## config.mk

```make
export PLATFORM = sky130hd
export DESIGN_NAME = integer_field_formatter
export DESIGN_NICKNAME = d
export VERILOG_FILES = /design/src/design/iff_pkg.sv /design/src/design/iff_digits.sv /design/src/design/integer_field_formatter.sv
export SDC_FILE = /design/constraint.sdc
export NUM_CORES = 1
export LEC_CHECK = 0
export ABC_AREA = 1
export ABC_CLOCK_PERIOD_IN_PS = 8400
export BUFFER_PORTS_ARGS = -buffer_cell sky130_fd_sc_hd__buf_2
export CORE_MARGIN = 2
export CORE_UTILIZATION = 50
export CTS_CLUSTER_DIAMETER = 40
export CTS_CLUSTER_SIZE = 30
export DETAILED_ROUTE_END_ITERATION = 10
export GPL_TIMING_DRIVEN = 0
export HOLD_SLACK_MARGIN = 0.1
export PLACE_DENSITY = 0.66
export SLEW_MARGIN = 20
export SYNTH_ARGS = -nofsm -noshare
export SYNTH_HDL_FRONTEND = slang
export SYNTH_SLANG_ARGS = --single-unit
```

## constraint.sdc

```tcl
create_clock -name clk -period 8.4 [get_ports clk]
set_input_delay 1.68 -clock clk [delete_from_list [all_inputs] [get_ports clk]]
set_output_delay 1.68 -clock clk [all_outputs]
set_load 0.01 [all_outputs]
```

## src/design/iff_pkg.sv

```systemverilog
// iff_pkg: shared types, codes and character helpers for integer_field_formatter.
// No dependencies.
package iff_pkg;

	localparam int MAX_WIDTH    = 64;
	localparam int DIGIT_BUFFER = 32;
	localparam int DIG_MAX      = DIGIT_BUFFER - 1;

	localparam logic [2:0] FUNC_SDEC  = 3'd0;
	localparam logic [2:0] FUNC_UDEC  = 3'd1;
	localparam logic [2:0] FUNC_HEXL  = 3'd2;
	localparam logic [2:0] FUNC_HEXU  = 3'd3;
	localparam logic [2:0] FUNC_OCT   = 3'd4;
	localparam logic [2:0] FUNC_PTR   = 3'd5;

	// digit unit control
	typedef struct packed {
		logic        load;
		logic [63:0] mag;
		logic [4:0]  base;
	} dig_cmd_t;

	typedef struct packed {
		logic       done;
		logic [6:0] count;
	} dig_sts_t;

	function automatic logic [7:0] digit_char(input logic [3:0] d, input logic upper);
		logic [7:0] c;
		if (d < 4'd10)
			c = 8'h30 + {4'd0, d};
		else if (upper)
			c = 8'h37 + {4'd0, d};
		else
			c = 8'h57 + {4'd0, d};
		return c;
	endfunction

	function automatic logic [7:0] nil_char(input logic [2:0] i);
		logic [7:0] c;
		case (i)
			3'd0: c = 8'h28;
			3'd1: c = 8'h6e;
			3'd2: c = 8'h69;
			3'd3: c = 8'h6c;
			default: c = 8'h29;
		endcase
		return c;
	endfunction

endpackage

```

## src/design/iff_digits.sv

```systemverilog
// iff_digits: shared digit unit that peels one digit per pass (LSB first) into a buffer.
// Depends on iff_pkg. Hex and octal take one step per digit; decimal takes eight, using a
// shift-and-add estimate of x/10 on one shared adder with a one-step remainder fix.
module iff_digits import iff_pkg::*; (
	input  logic        clk,
	input  logic        arst_n,
	input  dig_cmd_t    cmd,
	input  logic [5:0]  rd_idx,
	output logic [3:0]  rd_digit,
	output dig_sts_t    sts
);

	// decimal step codes, one shared add per step
	localparam logic [2:0] DS_INIT  = 3'd0;
	localparam logic [2:0] DS_ADD4  = 3'd1;
	localparam logic [2:0] DS_ADD8  = 3'd2;
	localparam logic [2:0] DS_ADD16 = 3'd3;
	localparam logic [2:0] DS_ADD32 = 3'd4;
	localparam logic [2:0] DS_SHR3  = 3'd5;
	localparam logic [2:0] DS_REM   = 3'd6;
	localparam logic [2:0] DS_NEXT  = 3'd7;

	logic [63:0] x_q;
	logic [63:0] q_q;
	logic [4:0]  r_q;
	logic [2:0]  step_q;
	logic [6:0]  cnt_q;
	logic        run_q;
	logic        done_q;
	logic        dec_q;
	logic        oct_q;
	logic [3:0]  mem [0:63];

	logic [63:0] add_a, add_b, sum;
	logic [63:0] xshift;
	logic [3:0]  hdig, ddig;
	logic [4:0]  rem5;
	logic        carry;

	// q ends up equal to x/10 or one below it, so the remainder is 0..19
	always_comb begin
		add_a = q_q;
		add_b = 64'd0;
		case (step_q)
			DS_INIT: begin
				add_a = x_q >> 1;
				add_b = x_q >> 2;
			end
			DS_ADD4:  add_b = q_q >> 4;
			DS_ADD8:  add_b = q_q >> 8;
			DS_ADD16: add_b = q_q >> 16;
			DS_ADD32: add_b = q_q >> 32;
			DS_SHR3:  add_a = q_q >> 3;
			DS_NEXT:  add_b = {63'd0, carry};
			default:  ;
		endcase
	end

	assign sum = add_a + add_b;
	// remainder fits in 5 bits, so only the low bits of x - 10q are needed
	assign rem5 = x_q[4:0] - ({q_q[1:0], 3'd0} + {q_q[3:0], 1'b0});
	assign carry = (r_q > 5'd9);
	assign ddig = carry ? 4'(r_q - 5'd10) : r_q[3:0];
	assign xshift = oct_q ? (x_q >> 3) : (x_q >> 4);
	assign hdig = oct_q ? {1'b0, x_q[2:0]} : x_q[3:0];

	always_ff @(posedge clk or negedge arst_n) begin
		if (!arst_n) begin
			run_q <= 1'b0;
			done_q <= 1'b0;
			cnt_q <= '0;
			step_q <= DS_INIT;
		end else if (cmd.load) begin
			run_q <= 1'b1;
			done_q <= 1'b0;
			cnt_q <= '0;
			step_q <= DS_INIT;
		end else if (run_q) begin
			if (!dec_q) begin
				cnt_q <= cnt_q + 7'd1;
				if (xshift == 64'd0) begin
					run_q <= 1'b0;
					done_q <= 1'b1;
				end
			end else begin
				// wraps from DS_NEXT back to DS_INIT
				step_q <= step_q + 3'd1;
				if (step_q == DS_NEXT) begin
					cnt_q <= cnt_q + 7'd1;
					if (sum == 64'd0) begin
						run_q <= 1'b0;
						done_q <= 1'b1;
					end
				end
			end
		end
	end

	always_ff @(posedge clk) begin
		if (cmd.load) begin
			x_q <= cmd.mag;
			dec_q <= (cmd.base == 5'd10);
			oct_q <= (cmd.base == 5'd8);
		end else if (run_q) begin
			if (!dec_q) begin
				mem[cnt_q[5:0]] <= hdig;
				x_q <= xshift;
			end else if (step_q == DS_REM) begin
				r_q <= rem5;
			end else if (step_q == DS_NEXT) begin
				mem[cnt_q[5:0]] <= ddig;
				x_q <= sum;
			end else begin
				q_q <= sum;
			end
		end
		rd_digit <= mem[rd_idx];
	end

	assign sts = '{done: done_q, count: cnt_q};

endmodule

```

## src/design/integer_field_formatter.sv

```systemverilog
// integer_field_formatter: printf-style integer formatting, one character per cycle.
// Depends on iff_pkg and iff_digits.
//
//  channel | handshake          | payload
//  item in | start & !busy      | func value arg_size flags field_width precision
//  char out| valid (one cycle)  | text_byte last
//
// After a word is accepted busy stays high through one load step, the digit steps in the
// shared unit (one per digit for hex, octal and pointer, eight per digit for decimal),
// one count step, one length step, then one output step per character.
// Each character shows on the ports the cycle after it is formed, so the last one is out
// in the first idle cycle. Undefined func codes are taken and emit nothing.
// Reset clears the sequencer. The receiver cannot stall: characters go out one per cycle.
module integer_field_formatter import iff_pkg::*; (
	input  logic        clk,
	input  logic        arst_n,
	input  logic        start,
	output logic        busy,
	input  logic [2:0]  func,
	input  logic [63:0] value,
	input  logic [1:0]  arg_size,
	input  logic        flag_left,
	input  logic        flag_zero,
	input  logic        flag_plus,
	input  logic        flag_space,
	input  logic        flag_alt,
	input  logic [6:0]  field_width,
	input  logic        precision_given,
	input  logic [4:0]  precision,
	output logic        valid,
	output logic [7:0]  text_byte,
	output logic        last
);

	localparam logic [2:0] ST_IDLE = 3'd0;
	localparam logic [2:0] ST_DIG  = 3'd1;
	localparam logic [2:0] ST_LEN  = 3'd2;
	localparam logic [2:0] ST_OUT  = 3'd3;

	logic [2:0]  state_q;
	logic [63:0] mag_q;
	logic [4:0]  base_q;
	logic        upper_q, left_q, zpad_q, nil_q, nodig_q, pg_q;
	logic [4:0]  prec_q;
	logic [6:0]  width_q;
	logic [7:0]  pre0_q, pre1_q;
	logic [1:0]  plen_q;
	logic [6:0]  rl_q, lead_q, dlen_q, k_q;
	logic        launch_q;

	dig_cmd_t cmd;
	dig_sts_t sts;
	logic [5:0] rd_idx;
	logic [3:0] rd_digit;

	iff_digits u_dig (.clk(clk), .arst_n(arst_n), .cmd(cmd), .rd_idx(rd_idx),
		.rd_digit(rd_digit), .sts(sts));

	assign busy = (state_q != ST_IDLE);

	// capture decode
	logic [63:0] msk, m0, mg;
	logic        neg;
	always_comb begin
		case (arg_size)
			2'd0: msk = 64'hff;
			2'd1: msk = 64'hffff;
			2'd2: msk = 64'hffff_ffff;
			default: msk = '1;
		endcase
		m0 = value & msk;
		case (arg_size)
			2'd0: neg = m0[7];
			2'd1: neg = m0[15];
			2'd2: neg = m0[31];
			default: neg = m0[63];
		endcase
		neg = neg && (func == FUNC_SDEC);
		mg = neg ? ((~m0 + 64'd1) & msk) : m0;
		if (neg && mg == 64'd0) mg = msk ^ (msk >> 1);
		if (func == FUNC_PTR) mg = value;
	end

	// sign or alternate prefix
	logic [1:0] plen_n;
	logic [7:0] pre0_n, pre1_n;
	always_comb begin
		plen_n = 2'd0;
		pre0_n = 8'h30;
		pre1_n = 8'h78;
		if (func == FUNC_PTR) begin
			if (value != 64'd0) plen_n = 2'd2;
		end else if (func == FUNC_SDEC) begin
			if (neg) begin plen_n = 2'd1; pre0_n = 8'h2d; end
			else if (flag_plus) begin plen_n = 2'd1; pre0_n = 8'h2b; end
			else if (flag_space) begin plen_n = 2'd1; pre0_n = 8'h20; end
		end else if (flag_alt && mg != 64'd0) begin
			if (func == FUNC_OCT) plen_n = 2'd1;
			else if (func != FUNC_UDEC) begin
				plen_n = 2'd2;
				if (func == FUNC_HEXU) pre1_n = 8'h58;
			end
		end
	end

	assign cmd = '{load: launch_q, mag: mag_q, base: base_q};

	// digit count, capped
	logic [6:0] tot;
	always_comb begin
		tot = (pg_q && {2'd0, prec_q} > sts.count) ? {2'd0, prec_q} : sts.count;
		if (tot > 7'(DIG_MAX)) tot = 7'(DIG_MAX);
	end

	logic [6:0] body, padv, n_chr;
	always_comb begin
		body = {5'd0, plen_q} + dlen_q;
		padv = (width_q > body) ? width_q - body : 7'd0;
		// body + pad never exceeds 64 + prefix, clamp to 64
		n_chr = ((body + padv) > 7'd64) ? 7'd64 : body + padv;
	end

	// section boundaries, stable from the length cycle on
	logic [6:0] lpad, zpadv, b1, b2, b3, b4;
	always_comb begin
		lpad = (!left_q && !zpad_q) ? padv : 7'd0;
		zpadv = zpad_q ? padv : 7'd0;
		b1 = lpad;
		b2 = lpad + {5'd0, plen_q};
		b3 = b2 + zpadv;
		b4 = b3 + dlen_q;
	end

	// character at position k_q; rd_digit is for index computed last cycle
	logic [6:0] kn;
	logic [6:0] didx;
	always_comb begin
		kn = (state_q == ST_OUT) ? k_q + 7'd1 : 7'd0;
		// digit section index of kn relative to raw digits (MSB first)
		didx = kn - b3 - lead_q;
		rd_idx = 6'(rl_q - 7'd1 - didx);
	end

	logic [7:0] ch;
	always_comb begin
		if (k_q < b1) ch = 8'h20;
		else if (k_q < b2) ch = (k_q == b1) ? pre0_q : pre1_q;
		else if (k_q < b3) ch = 8'h30;
		else if (k_q < b4) begin
			if (nil_q) ch = nil_char(3'(k_q - b3));
			else if (k_q < b3 + lead_q) ch = 8'h30;
			else ch = digit_char(rd_digit, upper_q);
		end else ch = 8'h20;
	end

	always_ff @(posedge clk or negedge arst_n) begin
		if (!arst_n) begin
			state_q <= ST_IDLE;
			launch_q <= 1'b0;
			valid <= 1'b0;
		end else begin
			launch_q <= 1'b0;
			valid <= 1'b0;
			case (state_q)
				ST_IDLE: if (start && func <= FUNC_PTR) begin
					state_q <= ST_DIG;
					launch_q <= 1'b1;
				end
				ST_DIG: if (sts.done && !launch_q) state_q <= ST_LEN;
				ST_LEN: state_q <= (n_chr == 7'd0) ? ST_IDLE : ST_OUT;
				ST_OUT: begin
					valid <= 1'b1;
					if (k_q == n_chr - 7'd1) state_q <= ST_IDLE;
				end
				default: state_q <= ST_IDLE;
			endcase
		end
	end

	always_ff @(posedge clk) begin
		case (state_q)
			ST_IDLE: begin
				mag_q <= mg;
				width_q <= (field_width > 7'(MAX_WIDTH)) ? 7'(MAX_WIDTH) : field_width;
				left_q <= flag_left;
				pg_q <= precision_given && func != FUNC_PTR;
				prec_q <= precision;
				upper_q <= (func == FUNC_HEXU);
				nil_q <= (func == FUNC_PTR) && value == 64'd0;
				zpad_q <= flag_zero && !flag_left && !(precision_given && func != FUNC_PTR)
					&& !(func == FUNC_PTR && value == 64'd0);
				nodig_q <= precision_given && precision == 5'd0 && mg == 64'd0
					&& func != FUNC_PTR;
				base_q <= (func == FUNC_HEXL || func == FUNC_HEXU || func == FUNC_PTR)
					? 5'd16 : (func == FUNC_OCT) ? 5'd8 : 5'd10;
				plen_q <= plen_n;
				pre0_q <= pre0_n;
				pre1_q <= pre1_n;
			end
			ST_DIG: if (sts.done && !launch_q) begin
				rl_q <= sts.count;
				if (nil_q) begin
					dlen_q <= 7'd5; lead_q <= 7'd0;
				end else if (nodig_q) begin
					dlen_q <= 7'd0; lead_q <= 7'd0;
				end else begin
					// raw digits never exceed the cap, so only precision zeros are cut
					dlen_q <= tot;
					lead_q <= (tot > sts.count) ? tot - sts.count : 7'd0;
				end
			end
			ST_LEN: begin
				k_q <= 7'd0;
			end
			ST_OUT: begin
				k_q <= k_q + 7'd1;
				text_byte <= ch;
				last <= (k_q == n_chr - 7'd1);
			end
			default: ;
		endcase
	end

	a_busy_out: assert property (@(posedge clk) disable iff (!arst_n) valid |-> $past(busy))
		else $error("char emitted while idle");
	a_no_start: assert property (@(posedge clk) disable iff (!arst_n)
		(state_q == ST_IDLE) |=> !valid || $past(valid))
		else $error("char after idle");
	a_last_end: assert property (@(posedge clk) disable iff (!arst_n)
		(valid && last) |=> !valid)
		else $error("char after last");

endmodule

```

# Word-level counts from Yosys, hierarchy flattened
# Memories as Yosys holds them, arrays and structs flattened. A register that Yosys moved wholly into a read port is not among the register bits.
# Cells that the tools add are included.
dict set report word_totals {
  memories 1
  out_inout_bits 11
  input_bits 90
  ff_bits 293
  ram_bits 256
  wordCells 258
}
# memory words width rd rd_clocked_by_memory_dff wr line_no
set memory_table {}
lappend memory_table {u_dig.mem 64 4 1 1 1 iff_digits.sv:32} ;# logic [3:0] mem [0:63];
dict set report classes {
  bitwise_logic 12
  n_mux 85
  eq_ne 31
  n_lt_le_gt_ge 14
  add_sub_neg 25
  n_reduce_logical 56
}
# cell n
set ops {}
lappend ops {{$mux W64} 8}
lappend ops {{$pmux W62 S6} 1}
lappend ops {{$logic_not A64 Y1} 5}
lappend ops {{$pmux W64 S3} 1}
lappend ops {{$and A64 B64 Y64} 2}
lappend ops {{$pmux W64 S2} 1}
lappend ops {{$reduce_bool A64 Y1} 2}
lappend ops {{$mux W7} 10}
lappend ops {{$add A64 B1 Y64 const B} 1}
lappend ops {{$add A64 B62 Y64} 1}
lappend ops {{$mux W8} 8}
lappend ops {{$not A64 Y64} 1}
lappend ops {{$xor A64 B63 Y64} 1}
lappend ops {{$mux W61} 1}
lappend ops {{$lt A7 B7 Y1} 5}
lappend ops {{$add A7 B7 Y7} 4}
lappend ops {{$mux W1} 28}
lappend ops {{$pmux W7 S4} 1}
lappend ops {{$eq A3 B2 Y1 const B} 8}
lappend ops {{$mux W3} 7}
lappend ops {{$eq A3 B3 Y1 const B} 6}
lappend ops {{$sub A6 B6 Y6} 3}
lappend ops {{$mux W2} 8}
lappend ops {{$logic_and A1 B1 Y1} 15}
lappend ops {{53 further kinds} 95}

# Logic depth before layout (Yosys ltp)
# Gate-level depths: netlist of the first run.
dict set report logic_depth {
  ltp_word 16
  depth_mapped 42
  mapped_depth_nobuf 42
}

# Hierarchy
# From an unflattened synthesis of the first run, not the netlist that was laid out.
dict set report hier_totals {
  cells_unflattened 5273
  hier_area_um2 39227.6
}
# module area_each_um2 seq_area_each_um2 n_inst cells_each
set modules_own_cells {}
lappend modules_own_cells {iff_digits 26043.7 12121.6 1 3321}
lappend modules_own_cells {integer_field_formatter 13183.9 3913.8 1 1952}

# Least setup slack after synthesis of the first run
# No wires, ideal clock.
dict set report synth_path {
  path_kind {register to output}
  startpoint {reg state_q[1]}
  endpoint {out busy}
  path_stages_with_launch 3
  path_buffers 0
  t_required_ns 6.720
  t_arrival_ns 4.952
  slack_ns 1.768
  path_cell_list {dfrtp_1 > nor2_1 > inv_1}
}
dict set report synth_via {
  elab_chain_len 1
}
# item line_no
set synth_rtl {}
lappend synth_rtl {{start, declared} integer_field_formatter.sv:40} ;# logic [2:0] state_q;
lappend synth_rtl {{start signal, assigned} integer_field_formatter.sv:170} ;# ST_LEN: state_q <= (n_chr == 7'd0) ? ST_IDLE : ST_OUT;
lappend synth_rtl {{$reduce_bool A3 Y1} integer_field_formatter.sv:59} ;# assign busy = (state_q != ST_IDLE);
lappend synth_rtl {{end, declared} integer_field_formatter.sv:18} ;# output logic busy,
# Every way passes these cells.

# Worst setup path after layout of the first run
dict set report layout_path {
  startpoint {reg dlen_q[0]}
  endpoint {reg u_dig.rd_digit[3] (read register of u_dig.mem)}
}
dict set report layout_via {
  elab_chain_len 9
  word_cells_on_any_way 11
  cone_classes {add/sub: 7; order compare: 1; mux: 3}
}
# item line_no
set layout_rtl {}
lappend layout_rtl {{start, declared} integer_field_formatter.sv:48} ;# logic [6:0] rl_q, lead_q, dlen_q, k_q;
lappend layout_rtl {{start signal, assigned} integer_field_formatter.sv:208} ;# dlen_q <= tot;
lappend layout_rtl {{$add A2 B7 Y7 (*)} integer_field_formatter.sv:117} ;# body = {5'd0, plen_q} + dlen_q;
lappend layout_rtl {{$sub A7 B7 Y7 / $gt A7 B7 Y1 (equally long branches)} integer_field_formatter.sv:118} ;# padv = (width_q > body) ? width_q - body : 7'd0;
lappend layout_rtl {{$mux W7 (*)} integer_field_formatter.sv:118}
lappend layout_rtl {{$mux W7} integer_field_formatter.sv:126} ;# lpad = (!left_q && !zpad_q) ? padv : 7'd0;
lappend layout_rtl {{$add A7 B2 Y7} integer_field_formatter.sv:129} ;# b2 = lpad + {5'd0, plen_q};
lappend layout_rtl {{$add A7 B7 Y7 (*)} integer_field_formatter.sv:130} ;# b3 = b2 + zpadv;
lappend layout_rtl {{$sub A6 B6 Y6 (*) (2 in a row)} integer_field_formatter.sv:140} ;# didx = kn - b3 - lead_q;
lappend layout_rtl {{$sub A6 B6 Y6 (*)} integer_field_formatter.sv:141} ;# rd_idx = 6'(rl_q - 7'd1 - didx);
lappend layout_rtl {{end, declared} iff_digits.sv:9} ;# output logic [3:0] rd_digit,
# Mark *: on every way between the ends. The rest lies on a longest branch, timed or not.
# A chain may end at the register's enable or synchronous reset.

==> impl_results.md, run 1 <==
* Synthesized flop and latch total at 538
* DRC at 0
* Clk sinks at 538
* CP startpoint: dlen_q[0]
* TritonCTS clock tree: built
* Initial core utilization at 50.5%
* CP max stage delay at 0.60 ns
* Depth of the worst register-to-register path at 30
* IO Count at 101
* Final worst-path cycle share at 94.8%
* Slowest-stage cell, CP: clkbuf_1
* Crit path to: u_dig.rd_digit[3]
* DIE AREA at 77,400 um2
* Placed insts at 5,925
* Final Hold Violating Endpoints at 0
* Post-synth EDFFs at 518
* Buf/Inv on CP at 5
* R2R Setup Slk at 0.44 ns
* DRT iter0 DRCs at 4,285
* Remaining antenna violation count at 0
* Initial antenna violation count at 1
* Die width at 278 um
* Vias in the first global route at 35,329
* Placed cell area at 39,800 um2
* # rows at 100
* Clock transition at path regs at 0.06 ns
* Core area at 74,400 um2
* Post-route design area at 42,800 um2
* Achievable frequency at 0.126 GHz
* Fin crit period at 7.96 ns
* CP Depth at 30
* Routed WL at 146,000 um
* Setup violators final at 0
* Filler cell count at 7,043
* GPL Wtd Cong at 1.04
* Non-Filler Instances at 6,084
* TritonRoute pass-1 iters at 8
* Postcts setup bufs at 0
* WP data arrival at 8.49 ns
* Slew headroom at 25.0%
* Port Buffers at 98
* Hold WC Path Type: reg2reg
* Area Growth Syn to Fin at 13.9%
* CTS Hold Bufs at 0
* Commonest non-fill, non-tap cell in the layout: nand2_1
* Synth Area per Inst at 7.78 um2
* Worst R2R End: u_dig.rd_digit[3]
* Nets at 5,315
* Slew Viols, Final at 0
* WS Path Type: reg2reg
* Post-synth top flop: edfxtp_1
* # resized after CTS at 0
* Latest clock arrival within the worst-skew pair at 0.68 ns
* Post-synthesis sequential area ratio at 42.6%
* RSZ-0062 raised after global routing: no
* Synth Cell Area at 37,600 um2
* Place WS at 0.387 ns
* Status: finished, final reports clean
* Max Fanout on Critical Path at 10
* Post-DP HPWL at 116,000 um
* Clock tree buffer depth at 3
* Overflow after GRT at 0
* Cells after synthesis at 4,831
* Final worst slack at 0.440 ns
* Root Driver: clkbuf_16
* Commonest non-fill, non-tap cells in the layout: 1,130 x nand2_1, 654 x nor2_1, 566 x inv_1, 518 x edfxtp_1, 435 x o21ai_0
* Share of cells above drive strength 1 at 6.57%
* Largest net degree at the start of global routing at 65
* Synth warn at 0
* Setup Skew at 0.0693 ns
* Library cells used by synthesis at 62
* ANT cells at 0
* Worst endpoint required time at 8.93 ns
* Die Height at 278 um
* Core Util, Final at 57.5%
* Num CTS Buffers at 85
* Worst path top cell family by delay: adder cells
* # H-tree levels at 3
* Max_cap viols at 0
* Reg-to-reg startpoint: dlen_q[0]
* First-pass GRT wire length at 217,000 um
* Total GRT Usage at 37.5%
* Async SR Flop Fraction at 2.97%
* Routed len/inst at 24.1 um
* Kind of end point of the critical path: register
* Worst slew pin tran at 1.12 ns
* Vias per Instance at 6.03
* Vias at 36,715
* Startpoint types: register
routing by layer:
metal | vias up | global-route usage, % | share of wire (%)
met5 | - | 0 | 0
met4 | 0 | 20.6 | 6.2
met3 | 443 | 5.95 | 8.4
met2 | 1834 | 60.1 | 45
met1 | 17407 | 48.8 | 40
li1 | 17031 | - | -
logic make-up (layout without fill, tap and decap cells):
logic type	count (synthesis)	in the layout	share of synthesized area, %
compound gates	974	974	15.4
fa+ha+maj	183	183	6.50
mux	8	8	0.213
xor+xnor	113	113	2.65
simple gates	2267	2267	25.0
buf+inv	747	1027	7.60
flops	538	538	42.6
other cells	1	5	0.00997
synth_stat cells, types with 9 or more instances:
library cell | count | area share [%]
nand2_1 | 1130 | 11
nor2_1 | 656 | 6.5
inv_1 | 566 | 5.6
edfxtp_1 | 518 | 41
o21ai_0 | 438 | 5.8
nand3_1 | 256 | 3.4
a21oi_1 | 186 | 2.5
ha_1 | 161 | 5.4
clkbuf_1 | 134 | 1.3
nand4_1 | 80 | 1.3
o221ai_1 | 76 | 1.8
o211ai_1 | 61 | 1.2
xor2_1 | 61 | 1.4
nor3_1 | 52 | 0.69
o22ai_1 | 51 | 0.85
xnor2_1 | 51 | 1.2
a22oi_1 | 37 | 0.74
nor4_1 | 37 | 0.62
a31oi_1 | 29 | 0.48
a21o_1 | 22 | 0.44
fa_1 | 21 | 1.1
a221oi_1 | 17 | 0.40
dfrtp_1 | 16 | 1.1
o2111ai_1 | 16 | 0.37
buf_1 | 14 | 0.14
buf_2 | 13 | 0.17
nand3b_1 | 13 | 0.26
nand2_2 | 9 | 0.15
stage by stage:
step,setup TNS [ns],hold WS [ns]
5_1_grt,0,0.472
6_report,0,0.452
3_3_place_gp,-55.62,0.433
3_5_place_dp,0,0.431
4_1_cts,0,0.457
2_1_floorplan,0,0.423
state kept, by name (all words and copies together) (netlist names), 64 cells and up:
name / count
u_dig.mem: 256
u_dig.x_q: 64
u_dig.q_q: 64
mag_q: 64
worst min-delay path by stage:
stage / start / end / slack [ns] / depth (start not counted)
final: u_dig.cnt_q[3] / rl_q[3] / 0.45 / 0
after global routing: u_dig.cnt_q[3] / rl_q[3] / 0.47 / 0
after detailed placement: u_dig.cnt_q[3] / rl_q[3] / 0.43 / 0
after global placement: u_dig.cnt_q[3] / rl_q[3] / 0.43 / 0
after floorplan: u_dig.cnt_q[3] / rl_q[3] / 0.42 / 0
after CTS: u_dig.cnt_q[3] / rl_q[3] / 0.46 / 0
final cells by class:
| cell class | instances | area (um2) | area share, % |
|---|---|---|---|
| Sequential cell | 538 | 16000 | 37.4 |
| Clock inverter | 70 | 882 | 2.06 |
| Buffer | 168 | 684 | 1.60 |
| Timing Repair Buffer | 121 | 872 | 2.04 |
| Clock buffer | 89 | 2140 | 5.00 |
| Inverter | 579 | 2170 | 5.07 |
| Multi-Input combinational cell | 3550 | 18800 | 44.0 |
| Tap cell | 969 | 1210 | 2.83 |
Power of run 1 is left out: the tool's default activity adds up to more than one toggle a clock period on the data nets, which glitch-free logic cannot reach.
==> inputs of run 2 (changes only) <==
- CORE_ASPECT_RATIO: default -> 1.2
==> impl_results.md, run 2 (synthesized netlist as in run 1, its figures left out) <==
* Clk sinks at 538 (unchanged)
* Routed WL at 149,000 um (+1.6%)
* DRC at 0 (unchanged)
* Die width at 254 um (-8.6%)
* Clock transition at path regs at 0.06 ns (about the same)
* Slowest-stage cell, CP: fa_1
* Worst endpoint required time at 8.98 ns (+0.05 ns)
* Postcts setup bufs at 0 (unchanged)
* Max_cap viols at 0 (unchanged)
* Num CTS Buffers at 84 (-1.2%)
* WP data arrival at 8.54 ns (+0.05 ns)
* Vias per Instance at 6.00 (-0.59%)
* Latest clock arrival within the worst-skew pair at 0.66 ns (-0.02 ns)
* Vias at 36,728 (+0.035%)
* TNS Setup at 0 ns (unchanged)
* R2R Setup Slk at 0.43 ns (about the same)
* Worst slew pin tran at 1.07 ns (-0.0552 ns)
* # H-tree levels at 3 (unchanged)
* CP max stage delay at 0.59 ns (about the same)
* # rows at 110 (+10%)
* DRT iter0 DRCs at 3,975 (-7.2%)
* Worst path top cell family by delay: adder cells
* Final worst slack at 0.434 ns (-0.00604 ns)
* Commonest non-fill, non-tap cell in the layout: nand2_1
* Initial core utilization at 50.3% (-0.19 points)
* Buf/Inv on CP at 7 (+2)
* Max Fanout on Critical Path at 10 (unchanged)
* Placed insts at 5,963 (+0.64%)
* WS Path Type: reg2reg
* Fin crit period at 7.97 ns (+0.00604 ns)
* First-pass GRT wire length at 217,000 um (+0.10%)
* Nets at 5,313 (-0.038%)
* Hold WC Path Type: reg2reg
* Setup Skew at 0.0643 ns (-0.00501 ns)
* Core area at 74,700 um2 (+0.39%)
* Share of cells above drive strength 1 at 6.49% (-0.076 points)
* Place WS at 0.466 ns (+0.0790 ns)
* Remaining antenna violation count at 0 (unchanged)
* Clock tree buffer depth at 3 (unchanged)
* RSZ-0062 raised after global routing: no
* Final worst-path cycle share at 94.8% (about the same)
* Die Height at 304 um (+9.4%)
* Slew headroom at 28.2% (+3.2 points)
* Root Driver: clkbuf_16
* Routed len/inst at 24.3 um (+1.0%)
* Port Buffers at 98 (unchanged)
* Status: finished, final reports clean
* Commonest non-fill, non-tap cells in the layout: 1,130 x nand2_1, 654 x nor2_1, 566 x inv_1, 518 x edfxtp_1, 435 x o21ai_0
* TritonCTS clock tree: built
* Non-Filler Instances at 6,122 (+0.62%)
* Startpoint types: register
* Achievable frequency at 0.126 GHz (about the same)
* IO Count at 101 (unchanged)
* DIE AREA at 77,400 um2 (about the same)
* Total GRT Usage at 38.1% (+0.56 points)
* Vias in the first global route at 35,232 (-0.27%)
* TritonRoute pass-1 iters at 7 (-1)
* Setup violators final at 0 (unchanged)
* Overflow after GRT at 0 (unchanged)
* Post-DP HPWL at 119,000 um (+1.9%)
* Max reg flops at 256 (unchanged)
* Area Growth Syn to Fin at 13.8% (about the same)
* Final Hold Violating Endpoints at 0 (unchanged)
* Kind of end point of the critical path: register
* Initial antenna violation count at 2 (+1)
* GPL Wtd Cong at 1.08 (+3.5%)
* Slew Viols, Final at 0 (unchanged)
* CTS Hold Bufs at 0 (unchanged)
* Largest net degree at the start of global routing at 65 (unchanged)
[run 2: area by class of cell]
type | count | area [um2]
timing repair buffer | 120 | 883
clock buffer | 94 | 2150
inverter | 579 | 2170
antenna | 1 | 2.50
clock inverter | 64 | 797
sequential | 538 | 16000
multi-input combinational | 3550 | 18800
tap | 1008 | 1260
fill | 7032 | 31900
buffer | 168 | 686
[run 2: worst paths after layout]
check | start | to | cells past startpoint
min | u_dig.cnt_q[3] | rl_q[3] | 0
max | plen_q[0] | u_dig.rd_digit[2] | 30
max in group asynchronous | arst_n | u_dig.run_q | 1
max reg2reg | plen_q[0] | u_dig.rd_digit[2] | 30
min in group asynchronous | arst_n | u_dig.step_q[2] | 1
min reg2reg | u_dig.cnt_q[3] | rl_q[3] | 0
[run 2: per-layer routing]
metal | track usage, % | up-vias | wire (um) | part of all wire [%]
li1 | - | 17042 | - | -
met1 | 46.1 | 17225 | 56100 | 38
met2 | 62.2 | 1923 | 69300 | 47
met3 | 6.02 | 536 | 11800 | 7.9
met4 | 26.0 | 2 | 11600 | 7.8
met5 | 0 | - | 13 | 0.0087
[run 2: worst register-to-register path: cells and delay by family, from the launching register on]
| kind | cells | cell delay (ns) |
|---|---|---|
| AO/OA/AOI/OAI | 4 | 1.25 |
| XOR/XNOR | 1 | 0.17 |
| adder cells (fa/ha/maj) | 8 | 3.30 |
| buffers and inverters | 7 | 1.40 |
| flip-flops | 1 | 0.45 |
| AND/OR/NAND/NOR | 10 | 1.33 |
[run 2: through the flow]
stage	area, um2	utilization [%]	hold slack [ns]
global route	42800	57.3	0.461
floorplan	37600	-	0.423
finish	42800	57.3	0.451
detailed placement	39800	53.3	0.443
global placement	39400	52.7	0.426
CTS	42800	57.3	0.455
[run 2: repair_timing]
action                                 in CTS  in global routing
endpoints found under the hold margin       0                  0
resized for setup                           0                  4
setup endpoints to repair                   0                 10
Power of run 2 is left out for the same reason.
